$ cat src/sv/rgbc_pkg.sv
// Shared constants, register codes and types of the RGB 3x3 convolution block.
package rgbc_pkg;

    localparam int MAX_WIDTH_DEF = 1024;
    localparam int COEF_FRAC_DEF = 12;
    localparam int HEIGHT_LIMIT  = 4096;

    localparam int W_W    = 11;
    localparam int H_W    = 13;
    localparam int ROW_W  = 12;
    localparam int K_W    = 48;
    localparam int COEF_W = 16;
    localparam int PIX_W  = 24;
    localparam int TAPS   = 9;
    localparam int ADDR_W = 6;
    localparam int DATA_W = 64;

    localparam logic [2:0] REG_WIDTH  = 3'd0;
    localparam logic [2:0] REG_HEIGHT = 3'd1;
    localparam logic [2:0] REG_KTOP   = 3'd2;
    localparam logic [2:0] REG_KMID   = 3'd3;
    localparam logic [2:0] REG_KBOT   = 3'd4;

    localparam logic [W_W-1:0] WIDTH_RST  = 11'd1;
    localparam logic [H_W-1:0] HEIGHT_RST = 13'd1;
    localparam logic [K_W-1:0] KTOP_RST   = 48'd0;
    localparam logic [K_W-1:0] KMID_RST   = 48'h0000_1000_0000;
    localparam logic [K_W-1:0] KBOT_RST   = 48'd0;

    typedef struct packed {
        logic [W_W-1:0] width;
        logic [H_W-1:0] height;
        logic [K_W-1:0] k_top;
        logic [K_W-1:0] k_mid;
        logic [K_W-1:0] k_bot;
    } cfg_t;

    typedef struct packed {
        logic             valid;
        logic             feed;
        logic             emit;
        logic             last;
        logic [PIX_W-1:0] pix;
        logic [TAPS-1:0]  mask;
    } step_t;

endpackage

$ cat src/sv/rgbc_ctrl.sv
// Raster position tracking, drain sequencing, line store addressing and tap masks.
module rgbc_ctrl import rgbc_pkg::*; #(
    parameter int MAX_WIDTH = MAX_WIDTH_DEF
) (
    input  logic                         clk,
    input  logic                         rst_n,
    input  cfg_t                         cfg,
    input  logic                         in_valid,
    input  logic                         in_kind,
    input  logic [PIX_W-1:0]             in_pix,
    input  logic                         adv,
    output logic [$clog2(MAX_WIDTH)-1:0] rd_addr,
    output step_t                        s1_step,
    output logic [$clog2(MAX_WIDTH)-1:0] s1_addr
);

    localparam int CW = $clog2(MAX_WIDTH);
    localparam int WW = $clog2(MAX_WIDTH + 2);
    localparam int EW = (WW > W_W) ? WW : W_W + 1;

    logic [CW-1:0]    col_reg, col_next;
    logic [ROW_W-1:0] row_reg, row_next;
    logic [WW-1:0]    pend_reg, pend_next;

    logic [EW-1:0]  w_ext;
    logic [WW-1:0]  w, w1, pend_c, d;
    logic [H_W-1:0] h, r_try, r;
    logic           wrap, accept;
    logic [CW-1:0]  c, addr;
    logic           top_ok, bot_ok, left_ok, right_ok;
    logic [2:0]     rok, cok;
    step_t          step;

    assign accept  = in_valid && adv;
    assign rd_addr = addr;

    always_comb
    begin
        w_ext = EW'(cfg.width);
        if (w_ext == '0)
            w = WW'(1);
        else if (w_ext > EW'(MAX_WIDTH))
            w = WW'(MAX_WIDTH);
        else
            w = WW'(w_ext);
        if (cfg.height == '0)
            h = H_W'(1);
        else if (cfg.height > H_W'(HEIGHT_LIMIT))
            h = H_W'(HEIGHT_LIMIT);
        else
            h = cfg.height;

        w1     = w + WW'(1);
        pend_c = (pend_reg > w1) ? w1 : pend_reg;
        d      = w1 - pend_c;

        // a column past the width starts the next row; a row past the height is pulled back
        wrap  = WW'(col_reg) >= w;
        c     = wrap ? '0 : col_reg;
        r_try = wrap ? H_W'(row_reg) + H_W'(1) : H_W'(row_reg);
        r     = (r_try >= h) ? h - H_W'(1) : r_try;

        step      = '0;
        step.valid = 1'b1;
        addr      = c;
        col_next  = col_reg;
        row_next  = row_reg;
        pend_next = pend_c;
        top_ok    = 1'b0;
        bot_ok    = 1'b0;
        left_ok   = 1'b0;
        right_ok  = 1'b0;

        if (pend_c != '0)
        begin
            step.feed = 1'b1;
            addr      = (d < w) ? CW'(d) : '0;
            step.emit = !(h == H_W'(1) && d == '0);
            step.last = pend_c == WW'(1);
            pend_next = pend_c - WW'(1);
            if (d == '0)
            begin
                top_ok   = h >= H_W'(3);
                bot_ok   = 1'b1;
                left_ok  = w >= WW'(2);
                right_ok = 1'b0;
            end
            else
            begin
                top_ok   = h >= H_W'(2);
                bot_ok   = 1'b0;
                left_ok  = d >= WW'(2);
                right_ok = d < w;
            end
        end
        else if (!in_kind)
        begin
            step.feed = 1'b1;
            step.pix  = in_pix;
            step.emit = (r >= H_W'(2)) || (r == H_W'(1) && c != '0);
            if (c != '0)
            begin
                top_ok   = r >= H_W'(2);
                bot_ok   = 1'b1;
                left_ok  = WW'(c) >= WW'(2);
                right_ok = 1'b1;
            end
            else
            begin
                top_ok   = r >= H_W'(3);
                bot_ok   = 1'b1;
                left_ok  = w >= WW'(2);
                right_ok = 1'b0;
            end
            if (r == h - H_W'(1) && WW'(c) == w - WW'(1))
            begin
                pend_next = w1;
                row_next  = '0;
                col_next  = '0;
            end
            else if (WW'(c) + WW'(1) < w)
            begin
                col_next = c + CW'(1);
                row_next = r[ROW_W-1:0];
            end
            else
            begin
                col_next = '0;
                row_next = ROW_W'(r + H_W'(1));
            end
        end

        rok = {bot_ok, 1'b1, top_ok};
        cok = {right_ok, 1'b1, left_ok};
        for (int i = 0; i < 3; i++)
        begin
            for (int j = 0; j < 3; j++)
            begin
                step.mask[i * 3 + j] = rok[i] & cok[j];
            end
        end
    end

    always_ff @(posedge clk or negedge rst_n)
    begin
        if (!rst_n)
        begin
            col_reg  <= '0;
            row_reg  <= '0;
            pend_reg <= '0;
            s1_step  <= '0;
            s1_addr  <= '0;
        end
        else if (adv)
        begin
            s1_step <= accept ? step : '0;
            s1_addr <= addr;
            if (accept)
            begin
                col_reg  <= col_next;
                row_reg  <= row_next;
                pend_reg <= pend_next;
            end
        end
    end

endmodule

$ cat config.mk
export PLATFORM = sky130hd
export DESIGN_NAME = rgbc_ctrl
export DESIGN_NICKNAME = d
export VERILOG_FILES = /design/src/sv/rgbc_pkg.sv /design/src/sv/rgbc_ctrl.sv
export SDC_FILE = /design/constraint.sdc
export NUM_CORES = 1
export LEC_CHECK = 0
export BUFFER_PORTS_ARGS = -buffer_cell sky130_fd_sc_hd__buf_2
export CAP_MARGIN = 10
export CORE_MARGIN = 3
export CORE_UTILIZATION = 40
export DETAILED_ROUTE_END_ITERATION = 10
export MAX_ROUTING_LAYER = met4
export SYNTH_ARGS = -nofsm -noshare
export SYNTH_HDL_FRONTEND = slang
export SYNTH_SLANG_ARGS = --single-unit
$ cat constraint.sdc
create_clock -name clk -period 26 [get_ports clk]
set_input_delay 1.3 -clock clk [delete_from_list [all_inputs] [get_ports clk]]
set_output_delay 1.3 -clock clk [all_outputs]
set_load 0.1 [all_outputs]
==> flow_metrics.env <==
export IMPL_status="complete, no violations"
export IMPL_peakVddDrop_uv=401
export IMPL_io_buffers=109
export IMPL_first_global_vias=7562
export IMPL_crit_path_top_delay_cell="a31oi_1"
export IMPL_synth_seq_cells=79
export IMPL_clock_sinks=79
export IMPL_syn_nets=1259
export IMPL_synth_top_cell_by_area="dfrtp_1"
export IMPL_fin_skew_ns=0.00980
export IMPL_setup_viol=0
export IMPL_path_class="input pin to output port"
export IMPL_cts_path_max_buffers=2
export IMPL_max_slew_margin_rel_pct=18.0
export IMPL_via_per_inst=5.93
export IMPL_antenna_found_initial=0
export IMPL_chipHeight_um=150
export IMPL_num_rows=51
export IMPL_dpl_cell_area_mm2=0.00899
export IMPL_period_share_pct=46.6
export IMPL_yosys_top_cells_area="dfrtp_1 24%, ha_1 12%, xnor2_1 4.7%, a22o_1 4.6%, nand2_1 3.6%"
export IMPL_antenna_cells=0
export IMPL_htree_levels=3
export IMPL_synth_area_mm2=0.00826
export IMPL_async_reset_ff_share_pct=100
export IMPL_track_usage_pct=23.2
export IMPL_layoutNonFillerInstCount=1333
export IMPL_largest_reg_flops=36
export IMPL_routedWlPerCell_um=18.8
export IMPL_dpl_cell_count=1317
export IMPL_pwr_density_cell_mw_per_mm2=119
export IMPL_total_power_uw=1110
export IMPL_cts_made_buffers=9
export IMPL_core_mm2=0.0198
export IMPL_hold_viol=0
export IMPL_p_leak_uw=0.00427
export IMPL_postCtsHoldBufs=0
export IMPL_path_max_fanout=14
export IMPL_area_growth_pct=12.7
export IMPL_fin_crit_ns=12.12
export IMPL_hpwlAfterDp_um=19300
export IMPL_cts_resized=0
export IMPL_clk_pin_slew_worst_paths_ns=0.06
export IMPL_first_pass_iters=5
export IMPL_avgSynthCellArea_um2=8.38
export IMPL_cts_tree="built"
export IMPL_synth_edf_count=0
export IMPL_required_ns=24.70
export IMPL_grt_ovfl_total=0
export IMPL_grt_pass1_wl_um=40600
export IMPL_rrSetupSlack_ns=18.77
export IMPL_drtAntennaViolNets=0
export IMPL_most_common_layout_cells="108 x buf_2, 80 x nand2_1, 79 x dfrtp_1, 76 x ha_1, 68 x nor2_1"
export IMPL_finalInstanceArea_mm2=0.00930
export IMPL_gp_congestion=0.959
export IMPL_cp_common_cell="ha_1"
export IMPL_fp_dieW_um=150
export IMPL_cap_violations=0
export IMPL_clk_latency_ns=0.35
export IMPL_max_stage_delay_ns=0.79
export IMPL_slew_viol_final=0
export IMPL_ys_types=88
export IMPL_hold_class="register to register"
export IMPL_critPathCaptureType="output port"
export IMPL_cts_root_buffer="clkbuf_16"
export IMPL_vias=7902
export IMPL_yosys_most_used_dff="dfrtp_1"
export IMPL_netlist_area_leader_share_pct=23.9
export IMPL_fmax_mhz=82.5
export IMPL_cp_arrival_ns=10.82
export IMPL_yosysSeqAreaShare_pct=23.9
export IMPL_worst_pin_slew_ns=1.20
export IMPL_final_layout_size_suffix_gt1_share_pct=17.1
export IMPL_dieArea_mm2=0.0224
export IMPL_drc=0
export IMPL_yosys_warnings=0
export IMPL_synth_cells=985
export IMPL_grt_max_degree=74
export IMPL_start_util_pct=41.6
export IMPL_rsz0062_at_grt="no"
export IMPL_post_cts_buffers=0
export IMPL_drt_iter0_markers=623
export IMPL_tns_ns=0
export IMPL_nNetsFinal=1337
export IMPL_final_common_cell="buf_2"
export IMPL_num_io_pins=254
export IMPL_start_kind="input pin"
export IMPL_hold_ws_ns=0.484
export IMPL_wl_um=25100
## final cells by class
cell class | instances | area (um2)
fillers | 1981 | 10500
multi-input cells | 804 | 5870
flip-flops and latches | 79 | 1980
repair buffers | 120 | 631
well taps | 265 | 332
clock buffers | 9 | 225
inverters | 49 | 184
clock inverters | 7 | 86.3
## cells by family (layout without fill, tap and decap cells)
logic type	Yosys count	after routing	share of synthesized area [%]
buf+inv	102	185	5.20
flops	79	79	23.9
xor+xnor	68	68	7.55
fa+ha+maj	78	78	11.9
simple gates	343	343	21.7
compound gates	277	277	24.6
mux	38	38	5.12
## report_power, final
part           total, uW  internal (uW)  switching (uW)
Sequential           159            141            18.4
Combinational        816            225             592
Clock                135           76.7            58.8
Total               1110            442             669
## worst max-delay path, delay by kind of cell
kind	cells	cell delay, ns
AO/OA/AOI/OAI	12	3.20
XOR/XNOR	1	0.17
adder cells (fa/ha/maj)	5	1.68
buffers and inverters	5	1.38
multiplexers	1	0.53
AND/OR/NAND/NOR	11	2.55
## worst paths after layout
path / end / start / cells after the start
max in group asynchronous: col_reg[2] / rst_n / 2
hold reg to reg: s1_step[3] / s1_step[3] / 1
setup / recovery: rd_addr[0] / cfg[159] / 35
min in group asynchronous: pend_reg[7] / rst_n / 1
setup reg to reg: s1_addr[0] / pend_reg[5] / 24
hold / removal: s1_step[3] / s1_step[3] / 1
## synth_stat cells, drive strengths merged, types with 28 or more instances
cell type	count
nand2	80
dfrtp	79
ha	76
nor2	69
o21ai	50
inv	46
a21oi	45
xnor2	44
a22o	43
clkbuf	35
nand3	33
nor3	28
## per-layer routing
| metal | vias to the layer above | routed length (um) | track usage (%) |
|---|---|---|---|
| li1 | 3848 | - | - |
| met1 | 3772 | 12300 | 34.1 |
| met2 | 256 | 10800 | 33.6 |
| met3 | 26 | 1580 | 3.45 |
| met4 | 0 | 409 | 5.54 |
| met5 | - | 0 | - |
## metrics by stage
stage	util, %	worst slack [ns]
global route	46.9	13.20
CTS	46.9	13.99
floorplan	-	15.36
detailed placement	45.3	14.05
finish	46.9	13.88
global placement	45.3	14.06
No activity file was read; power rests on OpenSTA's default activity.
