==> config.mk <==
export PLATFORM = sky130hd
export DESIGN_NAME = rgbc_regs
export DESIGN_NICKNAME = d
export VERILOG_FILES = /design/src/sv/rgbc_pkg.sv /design/src/sv/rgbc_regs.sv
export SDC_FILE = /design/constraint.sdc
export NUM_CORES = 1
export LEC_CHECK = 0
export BUFFER_PORTS_ARGS = -buffer_cell sky130_fd_sc_hd__buf_2
export CAP_MARGIN = 20
export CORE_MARGIN = 1.5
export CORE_UTILIZATION = 49
export DETAILED_ROUTE_END_ITERATION = 10
export GPL_TIMING_DRIVEN = 0
export PLACE_DENSITY = 0.85
export SLEW_MARGIN = 20
export SYNTH_ARGS = -nofsm -noshare
export SYNTH_HDL_FRONTEND = slang
export SYNTH_SLANG_ARGS = --single-unit
==> constraint.sdc <==
create_clock -name clk -period 1.4 [get_ports clk]
set_input_delay 0 -clock clk [delete_from_list [all_inputs] [get_ports clk]]
set_output_delay 0 -clock clk [all_outputs]
set_load 0.01 [all_outputs]
==> src/sv/rgbc_pkg.sv <==
// Shared constants, register codes and types of the RGB 3x3 convolution block.
package rgbc_pkg;

    localparam int MAX_WIDTH_DEF = 1024;
    localparam int COEF_FRAC_DEF = 12;
    localparam int HEIGHT_LIMIT  = 4096;

    localparam int W_W    = 11;
    localparam int H_W    = 13;
    localparam int ROW_W  = 12;
    localparam int K_W    = 48;
    localparam int COEF_W = 16;
    localparam int PIX_W  = 24;
    localparam int TAPS   = 9;
    localparam int ADDR_W = 6;
    localparam int DATA_W = 64;

    localparam logic [2:0] REG_WIDTH  = 3'd0;
    localparam logic [2:0] REG_HEIGHT = 3'd1;
    localparam logic [2:0] REG_KTOP   = 3'd2;
    localparam logic [2:0] REG_KMID   = 3'd3;
    localparam logic [2:0] REG_KBOT   = 3'd4;

    localparam logic [W_W-1:0] WIDTH_RST  = 11'd1;
    localparam logic [H_W-1:0] HEIGHT_RST = 13'd1;
    localparam logic [K_W-1:0] KTOP_RST   = 48'd0;
    localparam logic [K_W-1:0] KMID_RST   = 48'h0000_1000_0000;
    localparam logic [K_W-1:0] KBOT_RST   = 48'd0;

    typedef struct packed {
        logic [W_W-1:0] width;
        logic [H_W-1:0] height;
        logic [K_W-1:0] k_top;
        logic [K_W-1:0] k_mid;
        logic [K_W-1:0] k_bot;
    } cfg_t;

    typedef struct packed {
        logic             valid;
        logic             feed;
        logic             emit;
        logic             last;
        logic [PIX_W-1:0] pix;
        logic [TAPS-1:0]  mask;
    } step_t;

endpackage

==> src/sv/rgbc_regs.sv <==
// APB register file holding frame geometry and kernel rows.
module rgbc_regs import rgbc_pkg::*; (
    input  logic              clk,
    input  logic              rst_n,
    input  logic              psel,
    input  logic              penable,
    input  logic              pwrite,
    input  logic [ADDR_W-1:0] paddr,
    input  logic [DATA_W-1:0] pwdata,
    output logic [DATA_W-1:0] prdata,
    output cfg_t              cfg
);

    cfg_t       cfg_reg;
    logic [2:0] index;
    logic       wr;

    assign index = paddr[ADDR_W-1:3];
    assign wr    = psel && penable && pwrite;
    assign cfg   = cfg_reg;

    always_ff @(posedge clk or negedge rst_n)
    begin
        if (!rst_n)
        begin
            cfg_reg.width  <= WIDTH_RST;
            cfg_reg.height <= HEIGHT_RST;
            cfg_reg.k_top  <= KTOP_RST;
            cfg_reg.k_mid  <= KMID_RST;
            cfg_reg.k_bot  <= KBOT_RST;
        end
        else if (wr)
        begin
            unique case (index)
                REG_WIDTH:  cfg_reg.width  <= pwdata[W_W-1:0];
                REG_HEIGHT: cfg_reg.height <= pwdata[H_W-1:0];
                REG_KTOP:   cfg_reg.k_top  <= pwdata[K_W-1:0];
                REG_KMID:   cfg_reg.k_mid  <= pwdata[K_W-1:0];
                REG_KBOT:   cfg_reg.k_bot  <= pwdata[K_W-1:0];
                default:    ;
            endcase
        end
    end

    always_comb
    begin
        unique case (index)
            REG_WIDTH:  prdata = DATA_W'(cfg_reg.width);
            REG_HEIGHT: prdata = DATA_W'(cfg_reg.height);
            REG_KTOP:   prdata = DATA_W'(cfg_reg.k_top);
            REG_KMID:   prdata = DATA_W'(cfg_reg.k_mid);
            REG_KBOT:   prdata = DATA_W'(cfg_reg.k_bot);
            default:    prdata = '0;
        endcase
    end

endmodule

==> flow_metrics.env, run 1 <==
export IMPL_grt_max_degree=92
export IMPL_finalHoldViolations=0
export IMPL_min_delay_path_class="in -> reg"
export IMPL_track_usage_pct=29.0
export IMPL_synth_edf_count=0
export IMPL_dp_hpwl_um=15400
export IMPL_crit_path_top_delay_cell="dfrtp_1"
export IMPL_die_y_um=127
export IMPL_clock_path_buffers=2
export IMPL_cts_buffers=17
export IMPL_finalSetupViolCount=11
export IMPL_fp_row_count=45
export IMPL_worstSetupStartpointType="flop"
export IMPL_routabilityCongestion=0.808
export IMPL_multi_input_area_um2=3210
export IMPL_synthAdderAreaFrac_pct=0
export IMPL_ys_flop_type="dfrtp_1"
export IMPL_largest_reg_flops=168
export IMPL_final_common_cell="buf_2"
export IMPL_dp_cells=1033
export IMPL_clock_latency_ns=0.43
export IMPL_cts_sinks=168
export IMPL_syn_to_final_growth_pct=41.0
export IMPL_final_cell_count_no_fill=1134
export IMPL_finalHoldWorstSlack_ns=0.0266
export IMPL_synth_seq_area_share_pct=55.4
export IMPL_synthXorXnorAreaFrac_pct=0
export IMPL_drv_slew=0
export IMPL_grt_ovfl_total=0
export IMPL_fin_nets=1008
export IMPL_vias_per_cell=5.58
export IMPL_coreArea_um2=15100
export IMPL_synth_top_family_by_area="multiplexers"
export IMPL_postSynthCellCount=559
export IMPL_async_flop_share_pct=100
export IMPL_cp_max_fo=3
export IMPL_fin_area_um2=10700
export IMPL_placed_area_um2=9330
export IMPL_clock_skew_ns=0
export IMPL_cp_required_ns=1.40
export IMPL_synthMuxAreaShare_pct=31.4
export IMPL_fmax_mhz=645
export IMPL_final_cell_mix="buf_2 (276), dfrtp_1 (165), mux2_2 (157)"
export IMPL_synth_cell_types=27
export IMPL_port_buffers=270
export IMPL_n_antenna_cell=0
export IMPL_yosys_area_share_simple_pct=3.00
export IMPL_crit_path_max_incr_delay_ns=0.40
export IMPL_wl_per_cell_um=20.9
export IMPL_synth_compound_area_share_pct=5.75
export IMPL_p_per_area_nw_per_um2=1460
export IMPL_worst_slack_ns=-0.151
export IMPL_remaining_drc_errors=0
export IMPL_outcome="finished with violations"
export IMPL_rsz0062_at_grt="true"
export IMPL_grt_pass1_wl_um=35600
export IMPL_violations="setup timing"
export IMPL_path_clk_slew_ns=0.06
export IMPL_drv_cap=0
export IMPL_vdd_ir_drop_max_mv=1.01
export IMPL_start_util_pct=50.1
export IMPL_vias=6332
export IMPL_period_minus_slack_ns=1.55
export IMPL_grt_pass1_vias=6441
export IMPL_initialDrtViolationCount=318
export IMPL_relSlewSlack_pct=52.5
export IMPL_fp_dieW_um=127
export IMPL_worst_pin_slew_ns=0.713
export IMPL_io_pins=307
export IMPL_cts_root_buffer="clkbuf_16"
export IMPL_cp_arrival_ns=1.55
export IMPL_drive_above_1_share_pct=58.9
export IMPL_syn_avg_cell_area_um2=13.6
export IMPL_ant_nets=0
export IMPL_cts_tree="built"
export IMPL_synth_seq_cells=168
export IMPL_synth_area_um2=7590
export IMPL_final_period_utilization_pct=111
export IMPL_ys_warn_count=0
export IMPL_routed_wl_um=23700
export IMPL_cp_end_kind="output port"
export IMPL_dr_pass1_iters=4
export IMPL_antenna_found_initial=1
export IMPL_power_leakage_nw=5.56
export IMPL_tns_ns=-1.26
export IMPL_criticalPathCategory="reg -> out"
export IMPL_num_fill_cells=1006
export IMPL_crit_path_cell_trace="mux2_2 > a32oi_2 > o21ai_1 > buf_2"
export IMPL_ff_latch_area_um2=4210
export IMPL_htree_levels=4
export IMPL_fp_dieArea_um2=16200
## layout make-up
class,count,area share (%)
flip-flops and latches,168,39.3
multi-input cells,352,30.0
repair buffers,341,19.0
clock buffers,21,4.40
plain buffers,52,3.45
well taps,188,2.20
clock inverters,11,1.57
inverters,1,0.0351
## cell usage after synthesis (all sizes together) (2+ instances only)
cell	number	share of area (%)
mux2	179	27
o21ai	46	3.0
nor2b	3	0.25
a32oi	11	1.3
buf	40	3.7
nand2	36	1.8
a22oi	13	1.3
clkbuf	13	0.64
mux2i	37	4.9
o22ai	2	0.16
dfstp	3	1.0
nor2	2	0.099
dfrtp	165	54
nor3b	2	0.41
## metal layers
| metal | wire (um) | global-route usage, % |
|---|---|---|
| met2 | 11800 | 49.5 |
| met1 | 9340 | 34.0 |
| met4 | 647 | 13.1 |
| met3 | 1870 | 8.46 |
| met5 | 11 | 0 |
## logic make-up after synthesis
family                 count (synthesis)
AOI/OAI and AO/OA                     72
buffers and inverters                 54
muxes                                216
other                                  1
DFF                                  168
and+or+nand+nor                       48
## worst max-delay path: cells and delay by family, from the launching register on
family / cells / cell delay (ns)
muxes: 1 / 0.28
DFF: 1 / 0.40
buffers and inverters: 1 / 0.18
AOI/OAI and AO/OA: 2 / 0.25
## worst paths after layout
path	slack (ns)	depth (start not counted)	startpoint	endpoint
max	-0.15	4	cfg[52]	prdata[4]
min	0.03	3	paddr[3]	cfg[157]
max in group asynchronous	0.43	3	rst_n	cfg[76]
min reg2reg	0.51	1	cfg[46]	cfg[46]
max reg2reg	0.38	3	cfg[55]	cfg[55]
min in group asynchronous	0.12	2	rst_n	cfg[9]
## what timing repair did
action,in CTS,in global routing
hold buffers,49,0
setup endpoints to repair,65,51
pin swaps,2,0
buffers inserted,14,7
gates resized for setup,17,25
hold endpoints to repair,245,0
## through the flow
step	util, %	power, mW	setup slack, ns
CTS	69.9	15.5	-0.158
floorplan	-	8.41	-0.0212
finish	70.7	15.6	-0.151
global placement	61.4	10.1	-2.20
detailed placement	61.6	10.2	-0.507
global route	70.7	16.3	-0.201
## power by group
group | switching, mW | leakage, nW | total, mW | internal [mW]
logic | 1.93 | 3.11 | 3.97 | 2.03
registers | 0.767 | 2.14 | 6.59 | 5.82
clock network | 1.94 | 0.309 | 5.07 | 3.13
Note: power is estimated with default switching activity, not from simulation.
==> inputs of run 2 (changes only) <==
SKIP_LAST_GASP = 1   (was not set)
==> run 2 against run 1 <==
Effect of this change:
- clock-buffer cell count stayed put
- largest cell class unchanged
- non-clock buffer count is 1 lower
- via count is 0.38% lower
- the flow still finishes with violations (setup timing)
- highest routed layer unchanged
- sequential share of layout area hardly changed
==> flow_metrics.env, run 2 (synthesis results as in run 1) <==
export IMPL_cts_root_buffer="clkbuf_16"
export IMPL_relSlewSlack_pct=50.6
export IMPL_r2r_start="cfg[55]"
export IMPL_regToRegSetupSlack_ns=0.39
export IMPL_ff2ff_path_depth=3
export IMPL_fp_dieW_um=127
export IMPL_comb_power_share_pct=25.3
export IMPL_internal_power_mw=11.0
export IMPL_cp_max_fo=3
export IMPL_grt_pass1_wl_um=36100
export IMPL_largest_reg_flops=168
export IMPL_port_buffers=270
export IMPL_ant_nets=0
export IMPL_clock_path_buffers=2
export IMPL_finalHoldViolations=0
export IMPL_drv_cap=0
export IMPL_grt_ovfl_total=0
export IMPL_cts_sinks=168
export IMPL_critical_path_top_delay_family="flip-flops"
export IMPL_crit_path_top_delay_cell="dfrtp_1"
export IMPL_grt_pass1_vias=6549
export IMPL_crit_buf_inv=1
export IMPL_met1_usage_pct=34.1
export IMPL_final_cell_mix="buf_2 (276), dfrtp_1 (165), mux2_2 (159)"
export IMPL_power_leakage_nw=5.55
export IMPL_crit_path_cell_trace="mux2_2 > a32oi_2 > o21ai_1 > buf_2"
export IMPL_p_per_area_nw_per_um2=1460
export IMPL_min_delay_path_class="in -> reg"
export IMPL_n_antenna_cell=0
export IMPL_violations="setup timing"
export IMPL_grt_busiest_layer="met2"
export IMPL_coreArea_um2=15100
export IMPL_fin_area_um2=10700
export IMPL_drv_slew=0
export IMPL_io_pins=307
export IMPL_dr_pass1_iters=5
export IMPL_power_switching_mw=4.65
export IMPL_period_minus_slack_ns=1.59
export IMPL_gr_usage_met3_pct=9.09
export IMPL_finalSetupViolCount=11
export IMPL_seqPwrFrac_pct=42.2
export IMPL_cts_tree="built"
export IMPL_vias_per_cell=5.57
export IMPL_track_usage_pct=29.4
export IMPL_crit_path_max_incr_delay_ns=0.43
export IMPL_outcome="finished with violations"
export IMPL_final_period_utilization_pct=113
export IMPL_worstSetupStartpointType="flop"
export IMPL_cp_arrival_ns=1.59
export IMPL_die_y_um=127
export IMPL_wl_per_cell_um=20.9
export IMPL_initialDrtViolationCount=276
export IMPL_dp_hpwl_um=15400
export IMPL_grtUsageMet2_pct=49.9
export IMPL_clock_latency_ns=0.42
export IMPL_worst_slack_ns=-0.188
export IMPL_min_from="paddr[3]"
export IMPL_clkPwrFrac_pct=32.5
export IMPL_path_depth=4
export IMPL_switching_share_pct=29.8
export IMPL_antenna_found_initial=1
export IMPL_fin_nets=1007
export IMPL_r2r_end="cfg[55]"
export IMPL_start_util_pct=50.1
export IMPL_cp_end_kind="output port"
export IMPL_placed_area_um2=9330
export IMPL_vdd_ir_drop_max_mv=1.03
export IMPL_fp_dieArea_um2=16200
export IMPL_syn_to_final_growth_pct=40.9
export IMPL_worst_pin_slew_ns=0.740
export IMPL_clock_skew_ns=0
export IMPL_remaining_drc_errors=0
export IMPL_vias=6308
export IMPL_path_clk_slew_ns=0.07
export IMPL_multi_input_area_um2=3210
export IMPL_grt_max_degree=92
export IMPL_cts_buffers=17
export IMPL_routed_wl_um=23700
export IMPL_cp_required_ns=1.40
export IMPL_drive_above_1_share_pct=58.8
export IMPL_rsz0062_at_grt="true"
export IMPL_fmax_mhz=630
export IMPL_fp_row_count=45
export IMPL_hold_end="cfg[157]"
export IMPL_finalHoldWorstSlack_ns=0.0376
export IMPL_criticalPathCategory="reg -> out"
export IMPL_htree_levels=4
export IMPL_ff_latch_area_um2=4210
export IMPL_num_fill_cells=1009
export IMPL_holdPathStages=3
export IMPL_routabilityCongestion=0.808
export IMPL_final_common_cell="buf_2"
[run 2: cell types whose count changed in the layout (fill, tap and decap cells not counted)]
cell and delta:
mux2_2 +2, mux2_4 -2, a32oi_1 -1, a32oi_2 +1, buf_1 +1, buf_4 -1, clkbuf_2 -1
[run 2: how the worst max path moves through the flow]
stage | from | end | slack (ns)
floorplan | paddr[3] | cfg[27] | -0.02
global placement | rst_n | cfg[94] | -2.20
detailed placement | paddr[5] | cfg[42] | -0.51
CTS | cfg[50] | prdata[2] | -0.16
global route | cfg[102] | prdata[6] | -0.23
finish | cfg[102] | prdata[6] | -0.19
[run 2: layer usage]
layer	share of wire, %	vias to the layer above	routed length, um
met4	2.8	2	675
met1	38	3159	9120
met5	0.059	-	14
met2	50	346	11900
met3	8.3	63	1970
li1	-	2738	-
[run 2: what timing repair did]
action,in CTS,in global routing
setup buffers,14,6
hold buffers,49,0
hold endpoints to repair,245,0
pin swaps,2,1
setup endpoints to repair,65,51
resized for setup,16,24
[run 2: worst reg2reg max path, stage by stage (launching register included)]
cell and delay [ns]:
dfrtp_1 0.37, buf_4 0.13, buf_4 0.14, mux2_2 0.26
[run 2: final cells by class]
type / count / area share, %
Clock buffer: 21 / 4.40
Timing Repair Buffer: 340 / 19.0
Sequential cell: 168 / 39.3
Tap cell: 188 / 2.20
Clock inverter: 11 / 1.57
Multi-Input combinational cell: 352 / 30.0
Inverter: 1 / 0.0351
Buffer: 52 / 3.44
[run 2: stage by stage]
step | instances | TNS, ns | util (%) | worst slack (ns) | power, mW
after floorplan | 574 | -0.371 | - | -0.0212 | 8.41
after global placement | 1032 | -416.96 | 61.4 | -2.20 | 10.1
after detailed placement | 1033 | -59.81 | 61.6 | -0.507 | 10.2
after CTS | 1127 | -1.20 | 69.9 | -0.158 | 15.5
after global routing | 1133 | -1.97 | 70.6 | -0.229 | 16.3
final | 1133 | -1.41 | 70.6 | -0.188 | 15.6
[run 2: power groups by stage]
stage	Clock [mW]	Sequential, mW	Combinational (mW)
after floorplan	0	6.98	1.43
after global placement	0	6.59	3.46
after detailed placement	0	6.65	3.57
after CTS	5.12	6.54	3.82
after global routing	5.34	6.71	4.23
final	5.08	6.60	3.95
==> inputs of run 3 (changes only) <==
CORE_ASPECT_RATIO = 0.9   (was not set)
CTS_CLUSTER_SIZE = 40   (was not set)
==> run 3 against run 2 <==
Effect of this change:
- the run still ends with setup timing left
- clock skew is the same
- power shrank 2.5%
- register-to-register slack is essentially flat
- cell count grew 0.79%
- highest routed layer is now met4
- non-clock buffer count shrank 1
- worst hold slack gained 0.13 ns
- maximum frequency shrank 0.47%
- worst setup slack lost 0.0075 ns
- clock power shrank 7.1%
- largest power group unchanged
- first-iteration DRC count grew 7.2%
- final area shrank 0.39%
- critical path type unchanged
- critical path depth is the same
==> flow_metrics.env, run 3 (synthesis results as in run 1) <==
export IMPL_rsz0062_at_grt="true"
export IMPL_violations="setup timing"
export IMPL_power_mw=15.2
export IMPL_power_switching_mw=4.60
export IMPL_crit_path_cell_trace="mux2_2 > a32oi_1 > o21ai_1 > buf_2"
export IMPL_fmax_mhz=627
export IMPL_fin_nets=1006
export IMPL_grt_ovfl_total=0
export IMPL_met1_usage_pct=34.7
export IMPL_path_depth=4
export IMPL_htree_levels=4
export IMPL_p_per_area_nw_per_um2=1430
export IMPL_syn_to_final_growth_pct=40.3
export IMPL_regToRegSetupSlack_ns=0.38
export IMPL_coreArea_um2=14900
export IMPL_remaining_drc_errors=0
export IMPL_die_y_um=121
export IMPL_vias_per_cell=5.43
export IMPL_clock_skew_ns=0
export IMPL_largest_reg_flops=168
export IMPL_crit_path_top_delay_cell="dfrtp_1"
export IMPL_power_leakage_nw=5.52
export IMPL_track_usage_pct=28.5
export IMPL_initialDrtViolationCount=296
export IMPL_clock_path_buffers=2
export IMPL_finalSetupViolCount=11
export IMPL_seqPwrFrac_pct=43.2
export IMPL_r2r_end="cfg[56]"
export IMPL_finalHoldViolations=0
export IMPL_fp_dieArea_um2=16300
export IMPL_cp_arrival_ns=1.60
export IMPL_drive_above_1_share_pct=58.3
export IMPL_cts_buffers=17
export IMPL_fin_area_um2=10700
export IMPL_critical_path_top_delay_family="flip-flops"
export IMPL_drv_cap=0
export IMPL_r2r_start="cfg[56]"
export IMPL_fp_dieW_um=134
export IMPL_dr_pass1_iters=4
export IMPL_switching_share_pct=30.2
export IMPL_final_common_cell="buf_2"
export IMPL_final_cell_mix="buf_2 (276), dfrtp_1 (165), mux2_2 (156)"
export IMPL_cp_end_kind="output port"
export IMPL_grt_max_degree=90
export IMPL_routabilityCongestion=0.834
export IMPL_final_period_utilization_pct=114
export IMPL_comb_power_share_pct=25.8
export IMPL_grtUsageMet2_pct=47.7
export IMPL_cts_tree="built"
export IMPL_ff2ff_path_depth=3
export IMPL_criticalPathCategory="reg -> out"
export IMPL_grt_pass1_wl_um=34900
export IMPL_path_clk_slew_ns=0.06
export IMPL_clkPwrFrac_pct=31.0
export IMPL_ff_latch_area_um2=4210
export IMPL_num_fill_cells=1009
export IMPL_port_buffers=270
export IMPL_ant_nets=0
export IMPL_grt_pass1_vias=6365
export IMPL_routed_wl_um=23100
export IMPL_io_pins=307
export IMPL_vdd_ir_drop_max_mv=1.07
export IMPL_final_cell_count_no_fill=1142
export IMPL_outcome="finished with violations"
export IMPL_min_delay_path_class="in -> async"
export IMPL_placed_area_um2=9350
export IMPL_antenna_found_initial=0
export IMPL_relSlewSlack_pct=55.1
export IMPL_gr_usage_met3_pct=8.98
export IMPL_cts_sinks=168
export IMPL_period_minus_slack_ns=1.60
export IMPL_clock_latency_ns=0.42
export IMPL_drv_slew=0
export IMPL_cp_required_ns=1.40
export IMPL_n_antenna_cell=0
export IMPL_cts_root_buffer="clkbuf_16"
export IMPL_multi_input_area_um2=3200
export IMPL_grt_busiest_layer="met2"
export IMPL_vias=6202
export IMPL_dp_cells=1043
export IMPL_worst_slack_ns=-0.195
export IMPL_fp_row_count=42
export IMPL_cp_max_fo=2
export IMPL_wl_per_cell_um=20.2
export IMPL_worstSetupStartpointType="flop"
export IMPL_worst_pin_slew_ns=0.674
export IMPL_crit_buf_inv=1
export IMPL_internal_power_mw=10.6
export IMPL_start_util_pct=50.9
export IMPL_dp_hpwl_um=15300
export IMPL_crit_path_max_incr_delay_ns=0.39
==> run 3: changes by cell type in the layout (fill, tap and decap cells not counted), sizes merged <==
| cell | delta |
|---|---|
| buf | -4 |
| inv | +1 |
| dlygate4sd3 | +1 |
| clkinv | -1 |
| bufinv | -2 |
| clkbuf | +4 |
==> run 3: metal layers <==
metal / wire length [um] / vias to the layer above
met5: 0 / -
met4: 449 / 0
met3: 1810 / 34
met2: 11400 / 310
met1: 9430 / 3124
li1: - / 2734
==> run 3: per-stage QoR <==
step                      TNS (ns)  util (%)  worst slack [ns]  hold slack [ns]
after floorplan             -0.371         -           -0.0212           -0.296
after global placement     -412.32      62.4             -2.18            0.244
after detailed placement    -53.45      62.6            -0.468           0.0449
after CTS                    -1.15      71.1            -0.136            0.159
after global routing         -2.06      71.4            -0.240            0.182
final                        -1.33      71.4            -0.195            0.164
==> run 3: power groups by stage <==
| stage | logic (mW) | registers [mW] | clock network, mW |
|---|---|---|---|
| floorplan | 1.43 | 6.98 | 0 |
| global placement | 3.48 | 6.58 | 0 |
| detailed placement | 3.58 | 6.64 | 0 |
| CTS | 3.89 | 6.54 | 4.75 |
| global route | 4.22 | 6.69 | 4.98 |
| finish | 3.93 | 6.58 | 4.72 |
==> run 3: layout make-up <==
class	count	area share (%)
Tap cell	198	2.33
Buffer	52	3.49
Clock inverter	9	1.08
Timing Repair Buffer	339	19.0
Multi-Input combinational cell	352	30.1
Inverter	1	0.0352
Sequential cell	168	39.5
Clock buffer	23	4.49
==> run 3: what timing repair did <==
item,4_1_cts,5_1_grt
pin swaps,3,4
hold buffers,50,0
endpoints found under the hold margin,256,0
setup buffers,16,2
gates resized for setup,22,19
setup endpoints to repair,64,65
cloned,0,0
==> run 3: worst max path at each step <==
stage	from	to	slack (ns)
finish	cfg[98]	prdata[2]	-0.20
global route	cfg[97]	prdata[1]	-0.24
CTS	cfg[97]	prdata[1]	-0.14
detailed placement	paddr[5]	cfg[146]	-0.47
global placement	rst_n	cfg[93]	-2.18
floorplan	paddr[3]	cfg[27]	-0.02
